[config.mk]
export PLATFORM = sky130hd
export DESIGN_NAME = hsv_to_rgb_converter
export DESIGN_NICKNAME = d
export VERILOG_FILES = /design/src/rtl/hsv2rgb_pkg.sv /design/src/rtl/hsv_to_rgb_converter.sv
export SDC_FILE = /design/constraint.sdc
export NUM_CORES = 2
export LEC_CHECK = 0
export BUFFER_PORTS_ARGS = -buffer_cell sky130_fd_sc_hd__buf_2
export CAP_MARGIN = 20
export CORE_MARGIN = 5
export CORE_UTILIZATION = 35
export DETAILED_ROUTE_END_ITERATION = 10
export PLACE_DENSITY_LB_ADDON = 0.08
export SKIP_LAST_GASP = 1
export SYNTH_ARGS = -nofsm -noshare
export SYNTH_HDL_FRONTEND = slang
export SYNTH_SLANG_ARGS = --single-unit
[constraint.sdc]
create_clock -name clk -period 18.3 [get_ports clk]
set_input_delay 3.66 -clock clk [delete_from_list [all_inputs] [get_ports clk]]
set_output_delay 3.66 -clock clk [all_outputs]
set_load 0.005 [all_outputs]
[src/rtl/hsv2rgb_pkg.sv]
// ----------------------------------------------------------------------------
// hsv2rgb_pkg
// Shared widths, constants and types of the HSV to RGB converter.
// ----------------------------------------------------------------------------
package hsv2rgb_pkg;

	localparam int HUE_W      = 9;
	localparam int CH_W       = 8;
	localparam int FRAC_W     = 6;
	localparam int SECTOR_W   = 4;
	localparam int NUM_W      = 14;
	localparam int S_TDATA_W  = 32;
	localparam int M_TDATA_W  = 24;

	localparam int SECTOR_DEG = 60;
	localparam int FULL_SCALE = 255;
	localparam int BIG_SCALE  = FULL_SCALE * SECTOR_DEG;

	// Reciprocal of 60 for the sector, exact for every 9-bit hue.
	localparam int HUE_RECIP   = 1093;
	localparam int HUE_SHIFT   = 16;
	localparam int HUE_PROD_W  = 20;

	// Reciprocal of 255, exact for every product below 65026.
	localparam int P_RECIP     = 65794;
	localparam int P_RECIP_W   = 17;
	localparam int P_SHIFT     = 24;
	localparam int P_PROD_W    = 16;

	// Reciprocal of 15300, exact for every product below 3901501.
	localparam int Q_RECIP     = 4491470;
	localparam int Q_RECIP_W   = 23;
	localparam int Q_SHIFT     = 36;
	localparam int Q_PROD_W    = 22;

	typedef logic [SECTOR_W-1:0] sector_t;
	typedef logic [CH_W-1:0]     channel_t;

	localparam sector_t SECTOR_RED_YELLOW    = 4'd0;
	localparam sector_t SECTOR_YELLOW_GREEN  = 4'd1;
	localparam sector_t SECTOR_GREEN_CYAN    = 4'd2;
	localparam sector_t SECTOR_CYAN_BLUE     = 4'd3;
	localparam sector_t SECTOR_BLUE_MAGENTA  = 4'd4;

endpackage

[src/rtl/hsv_to_rgb_converter.sv]
// ----------------------------------------------------------------------------
// hsv_to_rgb_converter
// Six-sector HSV to 8-bit RGB conversion in a five-stage pipeline.
// ----------------------------------------------------------------------------
// Requests enter on the s_axis channel (hue, saturation, brightness) and
// leave on the m_axis channel (red, green, blue), one result per request.
// The pipeline takes one request every cycle while the receiver is ready.
// From acceptance to m_axis_tvalid a request passes the sector split, the
// numerator products, the brightness products, the reciprocal scaling, and
// the sector routing into the output register.
// All stages advance together whenever the output register is empty or is
// being taken, so s_axis_tready follows m_axis_tready in the same cycle.
// When the receiver stalls with a result waiting, the whole pipeline holds
// and no request is lost or repeated.
// Reset clears every valid bit; the data registers keep their contents.
// A zero saturation yields gray with all channels equal to brightness.
// Hues from 360 to 511 take the routing of the red-magenta sector.
// ----------------------------------------------------------------------------
module hsv_to_rgb_converter (
	input  logic                               clk,
	input  logic                               arst_n,
	input  logic                               s_axis_tvalid,
	output logic                               s_axis_tready,
	// hue_deg[8:0], saturation[16:9], brightness[24:17], zero pad[31:25]
	input  logic [hsv2rgb_pkg::S_TDATA_W-1:0]  s_axis_tdata,
	output logic                               m_axis_tvalid,
	input  logic                               m_axis_tready,
	// red[7:0], green[15:8], blue[23:16]
	output logic [hsv2rgb_pkg::M_TDATA_W-1:0]  m_axis_tdata
);
	import hsv2rgb_pkg::*;

	logic                  adv;
	logic [HUE_W-1:0]      hue_in;
	logic [HUE_PROD_W-1:0] hue_prod;
	sector_t               sector_in;
	logic [HUE_W:0]        sector_base;
	logic [HUE_W:0]        frac_full;

	logic                  valid_s1, valid_s2, valid_s3, valid_s4, valid_s5;
	sector_t               sector_s1, sector_s2, sector_s3, sector_s4;
	logic [FRAC_W-1:0]     frac_s1;
	channel_t              sat_s1;
	channel_t              bri_s1, bri_s2, bri_s3, bri_s4;
	channel_t              num_p_s2;
	logic [NUM_W-1:0]      num_q_s2, num_t_s2;
	logic [P_PROD_W-1:0]   prod_p_s3;
	logic [Q_PROD_W-1:0]   prod_q_s3, prod_t_s3;
	channel_t              lvl_p_s4, lvl_q_s4, lvl_t_s4;
	channel_t              red_s5, green_s5, blue_s5;

	logic [FRAC_W-1:0]           frac_rest;
	logic [NUM_W-1:0]            sf_q, sf_t;
	logic [P_PROD_W+P_RECIP_W-1:0] scaled_p;
	logic [Q_PROD_W+Q_RECIP_W-1:0] scaled_q, scaled_t;
	channel_t                    red_d, green_d, blue_d;

	assign adv           = !valid_s5 || m_axis_tready;
	assign s_axis_tready = adv;
	assign m_axis_tvalid = valid_s5;
	assign m_axis_tdata  = {blue_s5, green_s5, red_s5};

	assign hue_in      = s_axis_tdata[HUE_W-1:0];
	assign hue_prod    = HUE_PROD_W'(hue_in) * HUE_PROD_W'(HUE_RECIP);
	assign sector_in   = hue_prod[HUE_SHIFT+SECTOR_W-1:HUE_SHIFT];
	assign sector_base = (HUE_W+1)'(sector_in) * (HUE_W+1)'(SECTOR_DEG);
	assign frac_full   = (HUE_W+1)'(hue_in) - sector_base;

	assign frac_rest = FRAC_W'(SECTOR_DEG) - frac_s1;
	assign sf_q      = NUM_W'(sat_s1) * NUM_W'(frac_s1);
	assign sf_t      = NUM_W'(sat_s1) * NUM_W'(frac_rest);

	assign scaled_p = (P_PROD_W+P_RECIP_W)'(prod_p_s3) *
		(P_PROD_W+P_RECIP_W)'(P_RECIP);
	assign scaled_q = (Q_PROD_W+Q_RECIP_W)'(prod_q_s3) *
		(Q_PROD_W+Q_RECIP_W)'(Q_RECIP);
	assign scaled_t = (Q_PROD_W+Q_RECIP_W)'(prod_t_s3) *
		(Q_PROD_W+Q_RECIP_W)'(Q_RECIP);

	always_comb begin
		case (sector_s4)
			SECTOR_RED_YELLOW: begin
				red_d = bri_s4;   green_d = lvl_t_s4; blue_d = lvl_p_s4;
			end
			SECTOR_YELLOW_GREEN: begin
				red_d = lvl_q_s4; green_d = bri_s4;   blue_d = lvl_p_s4;
			end
			SECTOR_GREEN_CYAN: begin
				red_d = lvl_p_s4; green_d = bri_s4;   blue_d = lvl_t_s4;
			end
			SECTOR_CYAN_BLUE: begin
				red_d = lvl_p_s4; green_d = lvl_q_s4; blue_d = bri_s4;
			end
			SECTOR_BLUE_MAGENTA: begin
				red_d = lvl_t_s4; green_d = lvl_p_s4; blue_d = bri_s4;
			end
			default: begin
				red_d = bri_s4;   green_d = lvl_p_s4; blue_d = lvl_q_s4;
			end
		endcase
	end

	always_ff @(posedge clk or negedge arst_n) begin
		if (!arst_n) begin
			valid_s1 <= 1'b0;
			valid_s2 <= 1'b0;
			valid_s3 <= 1'b0;
			valid_s4 <= 1'b0;
			valid_s5 <= 1'b0;
		end else if (adv) begin
			valid_s1 <= s_axis_tvalid;
			valid_s2 <= valid_s1;
			valid_s3 <= valid_s2;
			valid_s4 <= valid_s3;
			valid_s5 <= valid_s4;
		end
	end

	always_ff @(posedge clk) begin
		if (adv) begin
			sector_s1 <= sector_in;
			frac_s1   <= frac_full[FRAC_W-1:0];
			sat_s1    <= s_axis_tdata[HUE_W+CH_W-1:HUE_W];
			bri_s1    <= s_axis_tdata[HUE_W+2*CH_W-1:HUE_W+CH_W];

			sector_s2 <= sector_s1;
			bri_s2    <= bri_s1;
			num_p_s2  <= CH_W'(FULL_SCALE) - sat_s1;
			num_q_s2  <= NUM_W'(BIG_SCALE) - sf_q;
			num_t_s2  <= NUM_W'(BIG_SCALE) - sf_t;

			sector_s3 <= sector_s2;
			bri_s3    <= bri_s2;
			prod_p_s3 <= P_PROD_W'(bri_s2) * P_PROD_W'(num_p_s2);
			prod_q_s3 <= Q_PROD_W'(bri_s2) * Q_PROD_W'(num_q_s2);
			prod_t_s3 <= Q_PROD_W'(bri_s2) * Q_PROD_W'(num_t_s2);

			sector_s4 <= sector_s3;
			bri_s4    <= bri_s3;
			lvl_p_s4  <= scaled_p[P_SHIFT+CH_W-1:P_SHIFT];
			lvl_q_s4  <= scaled_q[Q_SHIFT+CH_W-1:Q_SHIFT];
			lvl_t_s4  <= scaled_t[Q_SHIFT+CH_W-1:Q_SHIFT];

			red_s5    <= red_d;
			green_s5  <= green_d;
			blue_s5   <= blue_d;
		end
	end

endmodule

==> reports/metrics.yaml <==
min_from: "bri_s1[4]"
r2r_start: "prod_q_s3[13]"
final_cell_mix: "731 x inv_1, 698 x ha_1, 461 x fa_1, 234 x and2_1, 204 x edfxtp_1"
dr_total_vias: 22000
yosys.area.top_type: "fa_1"
die_h_um: 321
final_common_cell: "inv_1"
start_util: 0.352
synth_compound_area_frac: 0.0678
viasPerCell: 4.76
post-cts-setup-buffer-count: 0
synth.top_cell.area_share: 0.272
core.rowCount: 114
setup_ws_ns: 9.81
clkSlewWorstSetupHoldPaths_ns: 0.05
grt_pass1_vias: 24000
critPathKind: "input port to primary output"
avgSynthCellArea_sq_um: 10.4
period_needed_ns: 8.49
required_ns: 14.64
final-setup-viol-count: 0
clk_path_buf_depth: 3
htreeDepth: 1
setup_tns_ns: 0
critical_path_buf_inv_count: 3
cts.sinks: 209
hold_buffers: 0
port_buffers: 54
critPathLaunchType: "input port"
cts_buffers: 27
totalWireLength_um: 77300
max_cap_violations: 0
synth_area_leaders: "fa_1 27%, ha_1 26%, edfxtp_1 18%"
syn-num-nets: 4464
critical_path_arrival_ns: 4.83
max_slew_margin: 0.282
drt.antenna.violating_nets: 0
nFillCells: 9615
synth_cells: 3269
synth_seq_cells: 209
synthMuxAreaShare: 0.00505
grt_max_degree: 86
grt_antenna_before_repair: 1
reg2reg_slack_ns: 11.76
synth_top_family_by_area: "adder cells"
postCtsResizedCells: 0
wl_per_cell_um: 16.8
die_w_um: 321
io_pins: 62
critPathCaptureType: "primary output"
core_sq_mm: 0.0964
fin_crit_sh: 0.464
final_hold_viol_count: 0
max_freq_ghz: 0.118
first_pass_iters: 5
yosysWarnings: 0
ys_seq_area_frac: 0.184
critPathSlowestCell: "nor2b_1"
die_area_sq_mm: 0.103
drive_above_1_share: 0.0410
cts_tree: "built"
grt_first_pass_wirelength_um: 129000
hold_path.class: "register to register"
synthArstFlopShare: 0.0239
crit_start: "m_axis_tready"
drc: 0
grt_usage: 0.154
critPathTopFamily: "buffers and inverters"
dp_slack_ns: 9.77
nets: 4513
instances_no_fill: 4615
ys_types: 76
synth.cell_area_sq_mm: 0.0339
area_growth_pct: 7.83
path_cells: "buf_2 -> nor2b_1 -> inv_8 -> buf_2"
clk_latency_ns: 0.59
place_hpwl_um: 64100
rsz0062_at_grt: "false"
run_status: "complete, no violations"
drt_iter0_drc: 930
synth_ff_type: "edfxtp_1"
tightest_slew_ns: 1.08
gr-total-overflow: 0
cp_slowest_stage_delay_ns: 0.47
num_antenna_cells: 0
synth-xor-area-share: 0.0252
final_max_slew_viol_count: 0
r2r_cells: 20
holdPathEnd: "bri_s2[4]"
gp_congestion: 0.837
reg2reg_to: "lvl_q_s4[7]"
synthAdderAreaFrac: 0.530
placedCellCount: 4565
root_buffer: "clkbuf_16"
crit_top_cell: "buf_2"
critPathMaxFanout: 85
final.setup_skew_ns: 0.0339
synth_edf_count: 204
synth-simple-area-share: 0.102
min_path_cells: 0
state kept, by name, indices dropped and copies added, names as in the netlist, 8 cells and up:
register,flops
red_s5,8
bri_s2,8
num_t_s2,13
num_q_s2,14
prod_q_s3,22
lvl_p_s4,8
lvl_t_s4,8
num_p_s2,8
bri_s4,8
prod_t_s3,21
bri_s3,8
prod_p_s3,16
blue_s5,8
bri_s1,8
lvl_q_s4,8
sat_s1,8
green_s5,8
final cells by class:
type                            instances  area, sq um  share of cell area
Clock buffer                           27          676              0.0185
Tap cell                             1276         1600              0.0437
Clock inverter                         23          193             0.00527
Inverter                              732         2760              0.0753
Sequential cell                       209         6250               0.171
Timing Repair Buffer                   65          353             0.00965
Multi-Input combinational cell       2283        24700               0.677
cells by family (layout without fill, tap and decap cells):
family | count (synthesis) | after routing
compound gates | 347 | 347
xor+xnor | 96 | 96
fa+ha+maj | 1159 | 1159
buf+inv | 777 | 847
flops | 209 | 209
mux | 16 | 16
simple gates | 665 | 665
layer usage:
layer,vias to the layer above,track usage,wire length (um),share of wire
li1,10800,-,-,-
met1,10900,0.225,38800,0.50
met2,269,0.249,34500,0.45
met3,64,0.0240,2770,0.036
met4,0,0.0234,1290,0.017
met5,-,0,0,0
per-stage QoR:
step	hold WS, ns	utilization	area (sq um)
after floorplan	0.400	-	33900
after global placement	0.407	0.370	35700
after detailed placement	0.405	0.370	35700
after CTS	0.418	0.379	36600
after global routing	0.417	0.379	36600
final	0.416	0.379	36600
synth_stat cells (4+ instances only):
cell / n
nand2_1: 180
mux2_2: 9
xor2_1: 27
edfxtp_1: 204
xnor2_1: 68
a21oi_1: 127
mux2i_1: 7
nand3b_1: 9
o22ai_1: 10
nor3b_1: 4
o2111ai_1: 5
inv_1: 732
clkbuf_1: 43
a222oi_1: 8
dfrtp_1: 5
ha_1: 698
nor3_1: 25
and3_1: 22
o21ai_0: 43
o211ai_1: 8
a211oi_1: 14
a31oi_1: 12
o31ai_1: 4
nand4_1: 10
nand2b_1: 10
nor2_1: 97
a221oi_1: 4
nor2b_1: 25
o311ai_0: 4
fa_1: 461
and4_1: 4
a21boi_0: 4
o21a_1: 11
or3_1: 10
a21o_1: 36
o21bai_1: 14
o31a_1: 4
nand3_1: 23
and2_1: 234
worst register-to-register path: cells and delay by family, from the launching register on:
kind | cells | cell delay (ns)
adder cells (fa/ha/maj) | 8 | 3.50
flip-flops | 1 | 0.62
AO/OA/AOI/OAI | 6 | 1.55
AND/OR/NAND/NOR | 2 | 0.39
buffers and inverters | 4 | 0.23
worst max-delay path by stage:
| stage | to | cells past startpoint |
|---|---|---|
| after global routing | s_axis_tready | 4 |
| final | s_axis_tready | 4 |
| after detailed placement | s_axis_tready | 4 |
| after floorplan | s_axis_tready | 2 |
| after global placement | s_axis_tready | 4 |
| after CTS | s_axis_tready | 4 |
Power is not shown: default switching activity piles up to over one toggle a cycle in this logic, so the estimate is an artifact.
